### src/sv/tdfg_pkg.sv
// shared types, character codes and constant tables for the text display frame generator
// no dependencies; used by the unit, the sequencer, the datapath and the bench
package tdfg_pkg;

  localparam int DEF_LINE_WIDTH = 24;
  localparam int NUM_LINES      = 3;
  localparam int HEAD_LEN       = 7;
  localparam int SUM_LEN        = 3;
  localparam int COMMIT_LEN     = 9;

  localparam logic [7:0] CH_NUL   = 8'h00;
  localparam logic [7:0] CH_PLUS  = 8'h2B;
  localparam logic [7:0] CH_ONE   = 8'h31;
  localparam logic [7:0] CH_THREE = 8'h33;
  localparam logic [7:0] CH_SPACE = 8'h20;
  localparam logic [7:0] CH_LF    = 8'h0A;
  localparam logic [7:0] CH_CR    = 8'h0D;
  localparam logic [7:0] CH_A     = 8'h41;
  localparam logic [7:0] CH_B     = 8'h42;

  // source of one stream byte
  typedef enum logic [2:0] {
    K_HEAD_A,
    K_HEAD_B,
    K_MEM,
    K_PAD,
    K_SUM,
    K_COMMIT
  } kind_t;

  // command from the sequencer to the datapath
  typedef struct packed {
    logic       take;
    logic       issue;
    kind_t      kind;
    logic [1:0] line;
    logic       last;
  } cmd_t;

  function automatic logic [7:0] head_char(input logic [2:0] i);
    logic [7:0] c;
    case (i)
      3'd0:    c = CH_CR;
      3'd1:    c = CH_A;
      3'd2:    c = 8'h4F;
      3'd6:    c = 8'h31;
      default: c = 8'h30;
    endcase
    return c;
  endfunction

  function automatic logic [7:0] commit_char(input logic [3:0] i);
    logic [7:0] c;
    case (i)
      4'd0:    c = CH_CR;
      4'd1:    c = 8'h5A;
      4'd2:    c = 8'h44;
      4'd3:    c = 8'h30;
      4'd4:    c = 8'h30;
      4'd5:    c = 8'h31;
      4'd6:    c = 8'h33;
      4'd7:    c = 8'h43;
      default: c = CH_LF;
    endcase
    return c;
  endfunction

  function automatic logic [7:0] hex_char(input logic [3:0] n);
    logic [7:0] c;
    if (n < 4'd10) begin
      c = 8'h30 + {4'd0, n};
    end else begin
      c = 8'h37 + {4'd0, n};
    end
    return c;
  endfunction

endpackage

### src/sv/tdfg_rx_if.sv
// request channel carrying received text bytes
// no dependencies
interface tdfg_rx_if;
  logic       valid;
  logic       ready;
  logic [7:0] rx_byte;

  modport source (output valid, output rx_byte, input ready);
  modport sink (input valid, input rx_byte, output ready);
endinterface

### src/sv/tdfg_tx_if.sv
// result channel carrying byte pairs for the display link
// no dependencies
interface tdfg_tx_if;
  logic       valid;
  logic       ready;
  logic [7:0] byte_first;
  logic [7:0] byte_second;
  logic [1:0] pair_count;
  logic       last_of_run;

  modport source (output valid, output byte_first, output byte_second, output pair_count,
                  output last_of_run, input ready);
  modport sink (input valid, input byte_first, input byte_second, input pair_count,
                input last_of_run, output ready);
endinterface

### src/sv/text_display_frame_generator_unit.sv
// a run emits 29 + LINE_WIDTH + len1 + len2 bytes, one byte per cycle through the single
// line store read port while the result side does not stall; the next request is not
// taken until the sequencer has issued the whole run and is idle again
// reset (synchronous): cursor, write positions and fill counts clear; the line store is
// not swept, bytes beyond a line's fill count are never emitted
module text_display_frame_generator_unit #(
  parameter int LINE_WIDTH = tdfg_pkg::DEF_LINE_WIDTH
) (
  input  logic      clk,
  input  logic      rst,
  tdfg_rx_if.sink   rx,
  tdfg_tx_if.source tx
);

  localparam int LENW = $clog2(LINE_WIDTH + 1);

  tdfg_pkg::cmd_t        cmd;
  logic [LENW-1:0]       idx;
  logic                  adv;
  logic [2:0][LENW-1:0]  len;

  tdfg_ctrl #(
    .LINE_WIDTH (LINE_WIDTH)
  ) u_ctrl (
    .clk      (clk),
    .rst      (rst),
    .rx_valid (rx.valid),
    .rx_ready (rx.ready),
    .adv      (adv),
    .len      (len),
    .cmd      (cmd),
    .idx      (idx)
  );

  tdfg_datapath #(
    .LINE_WIDTH (LINE_WIDTH)
  ) u_datapath (
    .clk     (clk),
    .rst     (rst),
    .cmd     (cmd),
    .idx     (idx),
    .rx_byte (rx.rx_byte),
    .adv     (adv),
    .len     (len),
    .tx      (tx)
  );

endmodule

### src/sv/tdfg_ctrl.sv
// sequencer: walks the frame segments and issues one byte command per cycle while the byte stage is not held
// depends on tdfg_pkg
module tdfg_ctrl #(
  parameter int LINE_WIDTH = tdfg_pkg::DEF_LINE_WIDTH
) (
  input  logic                                  clk,
  input  logic                                  rst,
  input  logic                                  rx_valid,
  output logic                                  rx_ready,
  input  logic                                  adv,
  input  logic [2:0][$clog2(LINE_WIDTH+1)-1:0]  len,
  output tdfg_pkg::cmd_t                        cmd,
  output logic [$clog2(LINE_WIDTH+1)-1:0]       idx
);

  localparam int LENW = $clog2(LINE_WIDTH + 1);

  typedef enum logic [2:0] {
    S_IDLE,
    S_HEAD,
    S_LINE0,
    S_PAD,
    S_LINE1,
    S_LINE2,
    S_SUM,
    S_COMMIT
  } state_t;

  state_t          state, state_next, after;
  logic            frame_b, frame_b_next;
  logic [LENW-1:0] idx_next;
  logic [LENW-1:0] limit;
  logic [LENW:0]   idx_inc;
  logic            done;

  always_comb begin
    limit     = '0;
    after     = S_IDLE;
    cmd.kind  = tdfg_pkg::K_HEAD_A;
    cmd.line  = 2'd0;
    case (state)
      S_HEAD: begin
        limit    = LENW'(tdfg_pkg::HEAD_LEN);
        cmd.kind = frame_b ? tdfg_pkg::K_HEAD_B : tdfg_pkg::K_HEAD_A;
        after    = frame_b ? S_LINE2 : S_LINE0;
      end
      S_LINE0: begin
        limit    = len[0];
        cmd.kind = tdfg_pkg::K_MEM;
        cmd.line = 2'd0;
        after    = S_PAD;
      end
      S_PAD: begin
        limit    = LENW'(LINE_WIDTH) - len[0];
        cmd.kind = tdfg_pkg::K_PAD;
        after    = S_LINE1;
      end
      S_LINE1: begin
        limit    = len[1];
        cmd.kind = tdfg_pkg::K_MEM;
        cmd.line = 2'd1;
        after    = S_SUM;
      end
      S_LINE2: begin
        limit    = len[2];
        cmd.kind = tdfg_pkg::K_MEM;
        cmd.line = 2'd2;
        after    = S_SUM;
      end
      S_SUM: begin
        limit    = LENW'(tdfg_pkg::SUM_LEN);
        cmd.kind = tdfg_pkg::K_SUM;
        after    = frame_b ? S_COMMIT : S_HEAD;
      end
      S_COMMIT: begin
        limit    = LENW'(tdfg_pkg::COMMIT_LEN);
        cmd.kind = tdfg_pkg::K_COMMIT;
        after    = S_IDLE;
      end
      default: begin
        limit = '0;
      end
    endcase

    // an empty segment issues nothing but is still passed through as a state
    idx_inc   = {1'b0, idx} + 1'b1;
    done      = (idx_inc >= {1'b0, limit});
    cmd.issue = (state != S_IDLE) && (idx < limit);
    cmd.last  = (state == S_COMMIT) && done;
    cmd.take  = (state == S_IDLE) && rx_valid;
    rx_ready  = (state == S_IDLE);

    state_next   = state;
    frame_b_next = frame_b;
    idx_next     = idx;
    if (state == S_IDLE) begin
      if (rx_valid) begin
        state_next   = S_HEAD;
        frame_b_next = 1'b0;
        idx_next     = '0;
      end
    end else if (adv) begin
      if (done) begin
        state_next = after;
        idx_next   = '0;
        if (state == S_SUM) begin
          frame_b_next = 1'b1;
        end
      end else begin
        idx_next = idx_inc[LENW-1:0];
      end
    end
  end

  always_ff @(posedge clk) begin
    if (rst) begin
      state   <= S_IDLE;
      frame_b <= 1'b0;
      idx     <= '0;
    end else begin
      state   <= state_next;
      frame_b <= frame_b_next;
      idx     <= idx_next;
    end
  end

endmodule

### src/sv/tdfg_datapath.sv
// datapath: line store, cursor and fill state, byte selection, frame checksum and pair packer
// depends on tdfg_pkg and tdfg_tx_if
module tdfg_datapath #(
  parameter int LINE_WIDTH = tdfg_pkg::DEF_LINE_WIDTH
) (
  input  logic                                  clk,
  input  logic                                  rst,
  input  tdfg_pkg::cmd_t                        cmd,
  input  logic [$clog2(LINE_WIDTH+1)-1:0]       idx,
  input  logic [7:0]                            rx_byte,
  output logic                                  adv,
  output logic [2:0][$clog2(LINE_WIDTH+1)-1:0]  len,
  tdfg_tx_if.source                             tx
);

  localparam int LENW  = $clog2(LINE_WIDTH + 1);
  localparam int POSW  = $clog2(LINE_WIDTH);
  localparam int DEPTH = tdfg_pkg::NUM_LINES * LINE_WIDTH;
  localparam int ADDRW = $clog2(DEPTH);
  localparam logic [ADDRW-1:0] BASE1 = ADDRW'(LINE_WIDTH);
  localparam logic [ADDRW-1:0] BASE2 = ADDRW'(2 * LINE_WIDTH);

  logic [7:0]            mem [DEPTH];
  logic [2:0][POSW-1:0]  pos;
  logic [1:0]            cur, cur_next;
  logic                  is_plus, is_sel, is_store;
  logic [POSW-1:0]       wpos, wpos_inc;
  logic [ADDRW-1:0]      waddr, raddr;
  logic [7:0]            rdata;

  logic                  s1_valid;
  tdfg_pkg::kind_t       s1_kind;
  logic [LENW-1:0]       s1_idx;
  logic                  s1_last;
  logic [7:0]            sel_byte;
  logic                  consume;
  logic [7:0]            sum;
  logic                  have_first;
  logic [7:0]            first_byte;
  logic                  out_valid;
  logic [7:0]            out_first, out_second;
  logic [1:0]            out_count;
  logic                  out_last;

  function automatic logic [ADDRW-1:0] base_of(input logic [1:0] ln);
    logic [ADDRW-1:0] b;
    case (ln)
      2'd1:    b = BASE1;
      2'd2:    b = BASE2;
      default: b = '0;
    endcase
    return b;
  endfunction

  // request decode and store update
  always_comb begin
    is_plus  = (rx_byte == tdfg_pkg::CH_PLUS);
    is_sel   = rx_byte inside {[tdfg_pkg::CH_ONE:tdfg_pkg::CH_THREE]};
    is_store = !is_plus && !is_sel && (rx_byte != tdfg_pkg::CH_NUL);
    cur_next = cur;
    if (is_plus) begin
      cur_next = (cur == 2'd2) ? 2'd0 : cur + 2'd1;
    end else if (is_sel) begin
      cur_next = 2'(rx_byte - tdfg_pkg::CH_ONE);
    end
    wpos     = pos[cur];
    wpos_inc = (wpos == POSW'(LINE_WIDTH - 1)) ? '0 : wpos + 1'b1;
    waddr    = base_of(cur) + ADDRW'(wpos);
    raddr    = base_of(cmd.line) + ADDRW'(idx);
  end

  always_ff @(posedge clk) begin
    if (rst) begin
      cur <= 2'd0;
      pos <= '0;
      len <= '0;
    end else if (cmd.take) begin
      cur <= cur_next;
      if (is_store) begin
        pos[cur] <= wpos_inc;
        if (len[cur] != LENW'(LINE_WIDTH)) begin
          len[cur] <= len[cur] + 1'b1;
        end
      end
    end
  end

  always_ff @(posedge clk) begin
    if (cmd.take && is_store) begin
      mem[waddr] <= rx_byte;
    end
  end

  always_ff @(posedge clk) begin
    if (adv) begin
      rdata <= mem[raddr];
    end
  end

  // byte stage, held while the output register is full and not taken
  assign adv     = !out_valid || tx.ready;
  assign consume = s1_valid && adv;

  always_ff @(posedge clk) begin
    if (rst) begin
      s1_valid <= 1'b0;
    end else if (adv) begin
      s1_valid <= cmd.issue;
    end
    if (adv) begin
      s1_kind <= cmd.kind;
      s1_idx  <= idx;
      s1_last <= cmd.last;
    end
  end

  always_comb begin
    case (s1_kind)
      tdfg_pkg::K_HEAD_A, tdfg_pkg::K_HEAD_B: begin
        if (s1_idx == LENW'(1)) begin
          sel_byte = (s1_kind == tdfg_pkg::K_HEAD_B) ? tdfg_pkg::CH_B : tdfg_pkg::CH_A;
        end else begin
          sel_byte = tdfg_pkg::head_char(s1_idx[2:0]);
        end
      end
      tdfg_pkg::K_MEM: sel_byte = rdata;
      tdfg_pkg::K_PAD: sel_byte = tdfg_pkg::CH_SPACE;
      tdfg_pkg::K_SUM: begin
        if (s1_idx == '0) begin
          sel_byte = tdfg_pkg::hex_char(sum[7:4]);
        end else if (s1_idx == LENW'(1)) begin
          sel_byte = tdfg_pkg::hex_char(sum[3:0]);
        end else begin
          sel_byte = tdfg_pkg::CH_LF;
        end
      end
      tdfg_pkg::K_COMMIT: sel_byte = tdfg_pkg::commit_char(s1_idx[3:0]);
      default: sel_byte = tdfg_pkg::CH_NUL;
    endcase
  end

  // checksum restarts on the first header byte; the checksum digits, their line feed and commit bytes are not summed
  always_ff @(posedge clk) begin
    if (consume) begin
      if (s1_kind inside {tdfg_pkg::K_HEAD_A, tdfg_pkg::K_HEAD_B}) begin
        sum <= (s1_idx == '0) ? sel_byte : sum + sel_byte;
      end else if (s1_kind inside {tdfg_pkg::K_MEM, tdfg_pkg::K_PAD}) begin
        sum <= sum + sel_byte;
      end
    end
  end

  always_ff @(posedge clk) begin
    if (rst) begin
      have_first <= 1'b0;
      out_valid  <= 1'b0;
    end else if (consume) begin
      if (have_first) begin
        out_first  <= first_byte;
        out_second <= sel_byte;
        out_count  <= 2'd2;
        out_last   <= s1_last;
        out_valid  <= 1'b1;
        have_first <= 1'b0;
      end else if (s1_last) begin
        out_first  <= sel_byte;
        out_second <= tdfg_pkg::CH_NUL;
        out_count  <= 2'd1;
        out_last   <= 1'b1;
        out_valid  <= 1'b1;
      end else begin
        first_byte <= sel_byte;
        have_first <= 1'b1;
        out_valid  <= 1'b0;
      end
    end else if (tx.ready) begin
      out_valid <= 1'b0;
    end
  end

  assign tx.valid       = out_valid;
  assign tx.byte_first  = out_first;
  assign tx.byte_second = out_second;
  assign tx.pair_count  = out_count;
  assign tx.last_of_run = out_last;

`ifndef SYNTHESIS
  a_cur_range: assert property (@(posedge clk) disable iff (rst) cur != 2'd3)
    else $error("current line out of range");
  a_single_is_last: assert property (@(posedge clk) disable iff (rst)
    out_valid && (out_count == 2'd1) |-> out_last)
    else $error("single byte result not at end of run");
  a_last_flushes: assert property (@(posedge clk) disable iff (rst)
    consume && s1_last |=> !have_first && out_valid)
    else $error("packer not flushed at end of run");
  a_len_bound: assert property (@(posedge clk) disable iff (rst)
    (len[0] <= LENW'(LINE_WIDTH)) && (len[1] <= LENW'(LINE_WIDTH))
    && (len[2] <= LENW'(LINE_WIDTH)))
    else $error("line fill count beyond line width");
`endif

endmodule

### src/flat_wrapper.sv
// flat-port wrapper written by rule: the top's interface ports become plain ports
module text_display_frame_generator_unit_flat 
#(
  parameter int LINE_WIDTH = tdfg_pkg::DEF_LINE_WIDTH
)
  (clk, rst, rx_valid, rx_rx_byte, rx_ready, tx_valid, tx_byte_first, tx_byte_second, tx_pair_count, tx_last_of_run, tx_ready);
  tdfg_rx_if rx_i ();
  tdfg_tx_if tx_i ();
  input  logic clk;
  input  logic rst;
  input wire logic [$bits(rx_i.valid)-1:0] rx_valid;
  input wire logic [$bits(rx_i.rx_byte)-1:0] rx_rx_byte;
  output wire logic [$bits(rx_i.ready)-1:0] rx_ready;
  output wire logic [$bits(tx_i.valid)-1:0] tx_valid;
  output wire logic [$bits(tx_i.byte_first)-1:0] tx_byte_first;
  output wire logic [$bits(tx_i.byte_second)-1:0] tx_byte_second;
  output wire logic [$bits(tx_i.pair_count)-1:0] tx_pair_count;
  output wire logic [$bits(tx_i.last_of_run)-1:0] tx_last_of_run;
  input wire logic [$bits(tx_i.ready)-1:0] tx_ready;
  assign rx_i.valid = rx_valid;
  assign rx_i.rx_byte = rx_rx_byte;
  assign rx_ready = rx_i.ready;
  assign tx_valid = tx_i.valid;
  assign tx_byte_first = tx_i.byte_first;
  assign tx_byte_second = tx_i.byte_second;
  assign tx_pair_count = tx_i.pair_count;
  assign tx_last_of_run = tx_i.last_of_run;
  assign tx_i.ready = tx_ready;
  text_display_frame_generator_unit #(.LINE_WIDTH(LINE_WIDTH)) u_core (.clk(clk), .rst(rst), .rx(rx_i), .tx(tx_i));
endmodule
### config.mk
export PLATFORM = sky130hd
export DESIGN_NAME = text_display_frame_generator_unit_flat
export DESIGN_NICKNAME = d
export VERILOG_FILES = /design/src/sv/tdfg_pkg.sv /design/src/sv/tdfg_rx_if.sv /design/src/sv/tdfg_tx_if.sv /design/src/sv/text_display_frame_generator_unit.sv /design/src/sv/tdfg_ctrl.sv /design/src/sv/tdfg_datapath.sv /design/src/flat_wrapper.sv
export SDC_FILE = /design/constraint.sdc
export NUM_CORES = 1
export LEC_CHECK = 0
export ABC_AREA = 1
export BUFFER_PORTS_ARGS = -buffer_cell sky130_fd_sc_hd__buf_4
export CORE_MARGIN = 5
export CORE_UTILIZATION = 50
export DETAILED_ROUTE_END_ITERATION = 10
export GPL_ROUTABILITY_DRIVEN = 0
export PLACE_DENSITY = 0.62
export SYNTH_ARGS = -nofsm -noshare
export SYNTH_HDL_FRONTEND = slang
export SYNTH_SLANG_ARGS = --single-unit
### constraint.sdc
create_clock -name clk -period 3.5 [get_ports clk]
set_input_delay 0.175 -clock clk [delete_from_list [all_inputs] [get_ports clk]]
set_output_delay 0.175 -clock clk [all_outputs]
set_load 0.05 [all_outputs]
======== Yosys cells after proc, flatten, opt, wreduce, memory -nomap -nowiden ========
Memory sizes are Yosys's and may differ from the RTL's. A register that Yosys moved wholly into a read port is not among the register bits.
Cells that the tools add are included.
storage, ports and cells
  RAM bits ................................ 576
  memories kept ........................... 2
  register bits ........................... 88
  bits in latches ......................... 0
  memory bits (read-only) ................. 56
  bits of input ports ..................... 12
  output and inout port bits .............. 21
  logic and storage cells ................. 174
memory list
  memory                 words  bits a word  read ports  clocked after memory_dff  write ports  line                 RTL
  u_core.u_datapath.mem  72     8            1           1                         1            tdfg_datapath.sv:23  logic [7:0] mem [DEPTH];
  (name not given)       8      7            1           1                         0            tdfg_pkg.sv:54       case (i)
operators by class
  shift-type cells ........................ 0
  bitwise operators ....................... 3
  muxes and demuxes ....................... 62
  equal/unequal tests ..................... 24
  div/mod/pow operators ................... 0
  order comparisons ....................... 8
  reductions and logical operators ........ 40
  multiply operators ...................... 0
  add/subtract/negate cells ............... 13
operators by type and width
  operator               count
  $mux W8                10
  $mux W5                8
  $pmux W8 S5            1
  $pmux W5 S7            1
  $bwmux W15             2
  $pmux W3 S5            2
  $add A6 B4 Y7 const A  4
  $pmux W7 S4            1
  $pmux W6 S2            2
  $eq A3 B3 Y1 const B   7
  $mux W3                7
  $mux W7                3
  $bmux W5 S2            2
  $reduce_bool A2 Y1     9
  $mux W1                16
  $eq A3 B2 Y1 const B   5
  $add A7 B5 Y7          2
  $add A5 B1 Y5 const B  2
  $demux W5 S2           1
  $mux W2                5
  $eq A3 B1 Y1 const B   3
  $logic_and A1 B1 Y1    9
  $logic_not A3 Y1       3
  $reduce_and A3 Y1      3
  30 further kinds       42

======== Logic depth before layout (Yosys ltp) ========
Gate-level depths: netlist (run 1).
  depth after elaboration ................. 8
  gate-level depth with buffers ........... 19
  mapped depth without buffers ............ 19

======== Hierarchy ========
Synthesis (run 1) repeated with hierarchy kept, for this count alone.
unflattened totals
  cell total of the unflattened synthesis .. 2722
  area total of the unflattened synthesis .. 29313.1 µm²
modules (own cells, without submodules)
  module         cells each  instances  sequential area each (µm²)  area an instance (µm²)
  tdfg_datapath  2537        1          19698.9                     28160.8
  tdfg_ctrl      185         1          180.2                       1152.4

======== Least setup slack after synthesis (run 1) ========
OpenSTA, ideal clock, no wires.
  kind .................................... register to register
  start point ............................. reg u_core.u_datapath.cur[0]
  end point ............................... mem u_core.u_datapath.mem[40][0] (enable)
  slack ................................... 402 ps
  library setup time ...................... 370 ps
  path buffers ............................ 0
  period minus slack after synthesis ...... 3098 ps
  required time ........................... 3130 ps
  stages on the path, launching flop included .. 13
  data arrival time ....................... 2727 ps
  cells stage by stage .................... dfxtp_1 > inv_2 > a21oi_1 > o21ai_0 > o21ai_0 > ha_1 > inv_1 > fa_1 > xnor2_1 > inv_1 > nor2_1 > nand4_2 > nor2_1
on the way
  word-level cells in the longest chain between the ends .. 3
  elaborated cells on any way between the ends .. 6
  classes of those cells .................. add/sub: 1; eq/ne: 2; mux: 3
ends and longest elaborated chain
  element                                        line                                      RTL
  start: declaration                             tdfg_datapath.sv:25                       logic [1:0] cur, cur_next;
  start signal: assignment                       tdfg_datapath.sv:78                       cur <= cur_next;
  $eq A2 B2 Y1, or another cell as far along     tdfg_datapath.sv:47                       case (ln)
  $pmux W6 S2 / $mux W5 (equally long branches)  tdfg_datapath.sv:47, tdfg_datapath.sv:66
  $add A7 B5 Y7 (*)                              tdfg_datapath.sv:68                       waddr = base_of(cur) + ADDRW'(wpos);
  end: declaration                               tdfg_datapath.sv:23
Mark *: on every way between the ends. The rest lies on a longest branch, timed or not. The select of a mux whose other input is x is not followed.

======== Worst setup path after layout (run 1) ========
  start point ............................. reg u_core.u_datapath.cur[1]
  end point ............................... mem u_core.u_datapath.mem[43][1] (enable)
The elaborated chain is that of the path after synthesis.

==> results.tsv, run 1 <==
stage	metric	value	unit
run_status	status	finished clean	
clock_tree	root_buffer	clkbuf_16	
yosys	synthArstFlopShare	0	%
timing	timing.hold.ws	0.1450	ns
placement	detailed_place_hpwl	49.56	mm
clock_tree	cts_tree	built	
yosys	synthTopCellsByArea	edfxtp_1, nand2_1, nand3_1	
yosys	syn_area	0.03083	mm^2
critical_path	cp_slowest_cell	dfxtp_1	
yosys	synth_area_per_cell	10.18	um^2
detailed_routing	drt-wirelength-per-cell	19.78	um
floorplanning	io_pins	33	
timing	tightest_slew	1.114	ns
timing	slew_headroom	25.76	%
clock_tree	ctsLongestPathBuffers	3	
critical_path	path_class	flop to flop	
worst_hold_path	min-delay-start	rx_rx_byte[5]	
yosys	synth_top_area_share	61.17	%
floorplanning	coreArea	0.06137	mm^2
floorplanning	dieHeight	258.3	um
global_routing	grt_pass1_wl	119.3	mm
timing	setup_viol	0	
detailed_routing	routed_wl	78.76	mm
critical_path	worst_setup_path_start_kind	flop	
clock_tree	cts_max_level	3	
clock_tree	numClockSinks	679	
detailed_routing	num_vias	21430	
final_layout	area_growth	13.57	%
critical_path	r2r-end	u_core.u_datapath.mem[43][1]	
yosys	seq_area_frac_synth	64.48	%
clock_tree	cts_setup_buffers	0	
timing	slew_viol_final	0	
yosys	ys.flop_type	edfxtp_1	
timing	fin_crit	3.291	ns
detailed_routing	drt_drc_violations_left	0	
timing	fmax	303.9	MHz
global_routing	grt_antenna_before_repair	0	
final_layout	diodes	0	
yosys	ys_warn_count	0	
yosys	ys_seq_elements	679	
yosys	synth_top_cell_by_area	edfxtp_1	
yosys	syn_inst	3030	
critical_path	r2r_cells	14	
worst_hold_path	hold_end	u_core.u_datapath.mem[58][5]	
yosys	synth_edf_count	628	
worst_hold_path	whs_path_depth	2	
clock_tree	clk_latency	0.61	ns
critical_path	cp-end-kind	flop	
yosys	yosysUniqueCellTypes	55	
power	ir_drop	539.2	uV
placement	io_buffers	32	
power	power.leakage	14.12	nW
final_layout	fillCellCount	5236	
detailed_routing	drt_iter0_markers	2016	
critical_path	timing.rr.start	u_core.u_datapath.cur[1]	
global_routing	grt_overflow	0	
final_layout	finish.net_count	3198	
critical_path	r2r_setup_slack	0.21	ns
critical_path	worstPathMaxFanout	8	
detailed_routing	first_pass_iters	6	
timing	hold_violations	0	
clock_tree	clk_pin_slew	0.06	ns
yosys	syn_nets	3092	
final_layout	fin_cells	3982	
timing	clock_skew	0.03103	ns
floorplanning	die_x	258.3	um
global_routing	grt_usage	23.25	%
worst_hold_path	hold_path_class	input port to flop	
power	cellPowerDensity	633.5	mW/mm^2
final_layout	layout-drive-gt1-share	12.12	%
critical_path	cp.arrival	3.61	ns
detailed_routing	viasPerCell	5.380	
floorplanning	die_area	0.06673	mm^2
run	drv_cap	0	
global_routing	grt_pass1_vias	21060	
detailed_routing	antenna_left	0	
timing	rsz0062_at_grt	no	
critical_path	cp_cell_sequence	inv_2, nor2_4, inv_2, o21ai_1, ha_1, inv_1, fa_1, xnor2_1, inv_1, nor2_1, buf_4, nand4_2, nor2_1, buf_4	
global_routing	grt_max_degree	149	
critical_path	cp_data_required_time	3.81	ns
floorplanning	initial_core_util	50.24	%
timing	post-route-period-util	94.03	%
floorplanning	num_rows	91	
placement	placedCellCount	3849	
timing	setup-tns-final	0	ns
critical_path	cpPeakStageDelay	0.39	ns
clock_tree	cts_made_buffers	71	
==> worst max-delay path, delay by kind of cell (launching register included) <==
kind	cells	cell delay (ns)
xor+xnor	1	0.32
simple gates	4	0.85
compound gates	1	0.22
fa+ha+maj	2	0.59
flops	1	0.39
buf+inv	6	0.64
==> cells in the final DEF (no fill, tap or decap), types with 7 or more instances in the layout <==
cell / instances
ha_1: 47
clkinv_2: 9
nand3_1: 355
a21oi_1: 52
nor2_1: 228
o22ai_1: 13
inv_2: 10
bufinv_16: 13
or2_1: 7
clkinv_1: 11
clkbuf_16: 75
inv_1: 395
clkbuf_1: 12
nand2_2: 7
or2_2: 62
edfxtp_1: 628
o221ai_1: 7
o21ai_0: 106
buf_4: 158
nand2_1: 785
xor2_1: 8
nor3_1: 13
dfxtp_1: 48
o211ai_1: 46
==> metrics by stage <==
step	utilization [%]	total power, mW	cell area [um^2]	setup slack (ns)
2_1_floorplan	-	12.77	30830	0.4025
3_3_place_gp	52.91	14.19	32470	0.1680
3_5_place_dp	52.91	14.27	32470	0.1512
4_1_cts	57.06	22.30	35010	0.1238
5_1_grt	57.06	23.21	35010	0.02566
6_report	57.06	22.18	35010	0.2089
==> area by class of cell <==
type | count | area (um^2) | area share (%)
Tap cell | 790 | 988.4 | 2.823
Timing Repair Buffer | 165 | 1286 | 3.673
Inverter | 408 | 1539 | 4.395
Sequential cell | 679 | 19890 | 56.80
Clock inverter | 40 | 554.3 | 1.583
Multi-Input combinational cell | 1811 | 8810 | 25.16
Clock buffer | 89 | 1949 | 5.567
==> where the power goes <==
part           internal (mW)  switching [mW]
clock network           4.92            3.11
registers               9.18           0.176
logic                   1.43            3.37
==> cells by family (layout without fill, tap and decap cells) <==
logic type                 after synthesis  in the layout  share of synthesized area [%]
AOI/OAI and AO/OA                      255            255                          4.967
xor gates and xnor gates                12             12                         0.3653
adders and majority gates               50             50                          2.102
buffers and inverters                  540            702                          6.948
DFF                                    679            679                          64.48
and+or+nand+nor                       1494           1494                          21.14
==> cell usage after synthesis (3+ instances only) <==
| cell type | n |
|---|---|
| nand2_1 | 785 |
| edfxtp_1 | 628 |
| inv_1 | 395 |
| nand3_1 | 355 |
| nor2_1 | 228 |
| o21ai_0 | 107 |
| buf_2 | 65 |
| or2_2 | 62 |
| a21oi_1 | 52 |
| dfxtp_1 | 51 |
| ha_1 | 47 |
| o211ai_1 | 46 |
| clkbuf_1 | 42 |
| buf_1 | 19 |
| nor3_1 | 13 |
| o22ai_1 | 13 |
| inv_2 | 12 |
| xor2_1 | 8 |
| nand2_2 | 7 |
| o221ai_1 | 7 |
| or2_1 | 7 |
| nand4_1 | 6 |
| nand4_2 | 6 |
| a31oi_1 | 5 |
| o21ai_1 | 5 |
| nor2_2 | 4 |
| nor2_4 | 4 |
| buf_4 | 3 |
| buf_6 | 3 |
| fa_1 | 3 |
| nand2_4 | 3 |
| nand3_2 | 3 |
| nand3_4 | 3 |
| o21a_1 | 3 |
| o21ai_2 | 3 |
| xnor2_1 | 3 |
==> worst max path at each step <==
stage | slack (ns) | startpoint | end
2_1_floorplan | 0.40 | u_core.u_datapath.cur[0] | u_core.u_datapath.mem[40][0]
3_3_place_gp | 0.17 | u_core.u_datapath.cur[1] | u_core.u_datapath.mem[43][7]
3_5_place_dp | 0.15 | u_core.u_datapath.cur[1] | u_core.u_datapath.mem[43][6]
4_1_cts | 0.12 | u_core.u_datapath.cur[1] | u_core.u_datapath.mem[43][1]
5_1_grt | 0.03 | u_core.u_datapath.cur[1] | u_core.u_datapath.mem[43][4]
6_report | 0.21 | u_core.u_datapath.cur[1] | u_core.u_datapath.mem[43][1]
==> metal layers <==
metal | GRT usage, % | vias to the layer above | part of all wire (%)
met2 | 38.22 | 726 | 47
met4 | 8.529 | 0 | 3.3
li1 | - | 10300 | -
met1 | 31.26 | 10270 | 42
met5 | 0 | - | 0
met3 | 4.326 | 130 | 7.4
==> sequential cells by signal, indices dropped and copies added (netlist names), named ones only <==
name,flops
u_core.u_datapath.mem,576
u_core.u_datapath.len,15
u_core.u_datapath.pos,15
u_core.u_datapath.first_byte,8
u_core.u_datapath.rdata,8
u_core.u_datapath.sum,8
u_core.u_datapath.tx.byte_first,8
u_core.u_datapath.tx.byte_second,8
u_core.u_ctrl.idx,5
u_core.u_datapath.s1_idx,5
u_core.u_ctrl.state,3
u_core.u_datapath.s1_kind,3
u_core.u_datapath.cur,2
u_core.u_datapath.tx.pair_count,2
u_core.u_ctrl.frame_b,1
u_core.u_datapath.have_first,1
u_core.u_datapath.s1_last,1
u_core.u_datapath.s1_valid,1
u_core.u_datapath.tx.last_of_run,1
u_core.u_datapath.tx.valid,1
==> timing repair <==
item                                    CTS  global route
hold buffers                              4             0
endpoints found under the setup margin    0           206
gates resized for setup                   0             1
endpoints found under the hold margin    24             0
Note: power is estimated with default switching activity, not from simulation.
==> run 2, diff against run 1 <==
ABC_AREA = not set   (was 1)
PLACE_DENSITY = 0.65   (was 0.62)
clock period = 2.95 ns   (was 3.5 ns; I/O delays follow)
==> run 2 against run 1 <==
- the flow now finishes with violations (negative setup slack)
- synthesized area decreased by 8.0%
- non-clock buffer count increased by 157
- combinational power increased by 40%
==> results.tsv, run 2 <==
stage	metric	value	unit
yosys	synth_top_cell_by_area	edfxtp_1	
timing	setup_viol	13	
timing	rsz0062_at_grt	yes	
clock_tree	numClockSinks	679	
yosys	synth_common_cells	edfxtp_1, nor2_1, mux4_2	
worst_hold_path	hold_path_class	input port to flop	
critical_path	r2r_cells	13	
yosys	synth_top_area_share	66.47	%
yosys	synth_adder_area_share	2.284	%
yosys	yosysMostFrequentCell	edfxtp_1	
run_status	status	finished, violations left	
global_routing	grt_pass1_wl	101.0	mm
timing	clock_skew	0.03151	ns
critical_path	cp.arrival	3.75	ns
clock_tree	ctsLongestPathBuffers	3	
detailed_routing	antenna_left	0	
global_routing	grt_antenna_before_repair	1	
placement	placedCellCount	2634	
detailed_routing	drt_iter0_markers	1444	
yosys	synthMuxAreaShare	14.14	%
yosys	synthArstFlopShare	0	%
final_layout	fin_cells	2792	
yosys	synth_area_per_cell	17.03	um^2
timing	fmax	294.2	MHz
critical_path	cpPeakStageDelay	0.42	ns
power	power_switching	7.313	mW
timing	worst_slack	-0.4485	ns
final_layout	final_cell_mix	edfxtp_1, buf_4, mux4_2, nor2_1, clkbuf_16	
final_layout	diodes	0	
final_layout	layout-drive-gt1-share	37.33	%
power	power.total	26.67	mW
detailed_routing	routed_wl	66.75	mm
critical_path	cp.depth	13	
floorplanning	initial_core_util	50.41	%
power	pwr-share-clk	33.4	%
yosys	ys.flop_type	edfxtp_1	
power	power_frac_seq	41.4	%
power	power.leakage	11.82	nW
critical_path	worst-path-buf-inv	1	
final_layout	top_register	u_core.u_datapath.mem	
timing	post-route-period-util	115.2	%
power	internal-power	19.36	mW
global_routing	grt_pass1_vias	16500	
clock_tree	clk_latency	0.61	ns
critical_path	path_class	flop to flop	
run	drv_cap	0	
detailed_routing	viasPerCell	5.777	
critical_path	worst_setup_path_start_kind	flop	
critical_path	cp_cell_sequence	buf_4, nor3_1, nand3b_1, o22ai_1, nor2_1, or3_4, ha_1, a211oi_4, o21ai_2, a2111oi_4, nor4_2, nor3_2, xnor2_1	
yosys	syn_nets	1728	
timing	slew_headroom	44.51	%
power	switching_share	27.42	%
run_status	violations	negative setup slack	
final_layout	area_growth	24.08	%
detailed_routing	num_vias	16130	
critical_path	cp-end-kind	flop	
timing	fin_crit	3.399	ns
yosys	synth_compound_area_share	4.736	%
clock_tree	cts_tree	built	
yosys	synthXorXnorAreaFrac	0.4631	%
power	cellPowerDensity	757.7	mW/mm^2
floorplanning	die_x	248.2	um
yosys	ys_seq_elements	679	
floorplanning	die_area	0.06161	mm^2
power	ir_drop	542.7	uV
detailed_routing	drt-wirelength-per-cell	23.91	um
clock_tree	clk_pin_slew	0.06	ns
detailed_routing	first_pass_iters	5	
yosys	syn_inst	1666	
detailed_routing	drt_drc_violations_left	0	
yosys	syn_area	0.02837	mm^2
yosys	synthTopCellsByArea	edfxtp_1, mux4_2, dfxtp_1	
timing	tightest_slew	0.8323	ns
global_routing	grt_overflow	0	
final_layout	largest_reg_flops	576	
floorplanning	dieHeight	248.2	um
yosys	seq_area_frac_synth	70.07	%
yosys	yosysUniqueCellTypes	75	
timing	slew_viol_final	0	
power	combPwrFrac	25.2	%
timing	hold_violations	0	
global_routing	grt_max_degree	73	
global_routing	grt_usage	21.99	%
yosys	synth_top_family_by_area	multiplexers	
floorplanning	io_pins	33	
placement	io_buffers	32	
floorplanning	num_rows	87	
clock_tree	root_buffer	clkbuf_16	
yosys	synthSimpleGateAreaFrac	6.355	%
critical_path	cp_data_required_time	3.30	ns
clock_tree	cts_max_level	3	
critical_path	crit_family	simple AND/OR/NAND/NOR gates	
yosys	synth_edf_count	628	
yosys	ys_warn_count	0	
clock_tree	cts_made_buffers	73	
floorplanning	coreArea	0.05628	mm^2
final_layout	reg_top3	u_core.u_datapath.mem (576), u_core.u_datapath.len (15), u_core.u_datapath.pos (15)	
critical_path	cp_slowest_cell	edfxtp_1	
final_layout	finish.net_count	2045	
critical_path	worstPathMaxFanout	3	
worst_hold_path	whs_path_depth	5	
placement	detailed_place_hpwl	43.19	mm
final_layout	final_common_cell	edfxtp_1	
## run 2: what timing repair did
action / in CTS / in global routing
gates resized for setup: 70 / 114
hold buffers: 6 / 0
endpoints found under the hold margin: 39 / 0
pin swaps: 22 / 35
setup endpoints to repair: 44 / 457
setup buffers: 14 / 16
## run 2: final timing paths
check	to	from	slack, ns
hold reg to reg	u_core.u_datapath.pos[14]	u_core.u_datapath.pos[14]	0.50
setup / recovery	u_core.u_datapath.sum[7]	u_core.u_datapath.s1_idx[3]	-0.45
setup reg to reg	u_core.u_datapath.sum[7]	u_core.u_datapath.s1_idx[3]	-0.45
hold / removal	u_core.u_datapath.s1_valid	tx_ready	0.1
## run 2: layout make-up
class                           count  area (um^2)
Timing Repair Buffer              322         3049
Clock buffer                       95         1993
Clock inverter                     33        334.1
Tap cell                          756        945.9
Inverter                           44        175.2
Multi-Input combinational cell    863         8800
Fill cell                        3947        21080
Sequential cell                   679        19910
## run 2: kinds of logic after synthesis
logic type,count (synthesis)
AND/OR/NAND/NOR,374
multiplexers,216
AO/OA/AOI/OAI,208
adder cells (fa/ha/maj),50
XOR/XNOR,15
flip-flops,679
buffers and inverters,124
## run 2: through the flow
stage          util, %  setup WS (ns)  setup TNS (ns)  instance area, um^2  hold slack [ns]
6_report         62.55        -0.4485          -1.382                35200          0.09644
5_1_grt          62.55        -0.6066          -6.089                35200           0.1215
4_1_cts          61.52        -0.3075          -1.065                34620          0.06911
2_1_floorplan        -        -0.2961          -14.34                28750           0.2464
3_5_place_dp     56.61        -0.4886          -4.422                31860           0.4585
3_3_place_gp     56.61        -0.3925          -3.475                31860           0.4553
## run 2: metal layers
layer / vias up / track usage [%] / part of all wire (%)
met1: 8256 / 29.84 / 41
met2: 519 / 36.38 / 50
met3: 114 / 4.571 / 5.9
met5: - / 0 / 0
li1: 7241 / - / -
met4: 0 / 6.784 / 3.0
## run 2: power by group through the flow
stage	combinational [mW]	sequential, mW	clock, mW
floorplan	3.68	11.2	0
global placement	5.80	11.2	0
detailed placement	5.89	11.2	0
CTS	6.33	11.1	9.05
global route	7.23	11.1	9.49
finish	6.72	11.1	8.90
## run 2: worst register-to-register path, delay by kind of cell, from the launching register on
kind	cells	cell delay, ns
compound gates	4	0.95
flops	1	0.42
fa+ha+maj	1	0.35
buf+inv	1	0.16
simple gates	6	1.17
xor+xnor	1	0.10
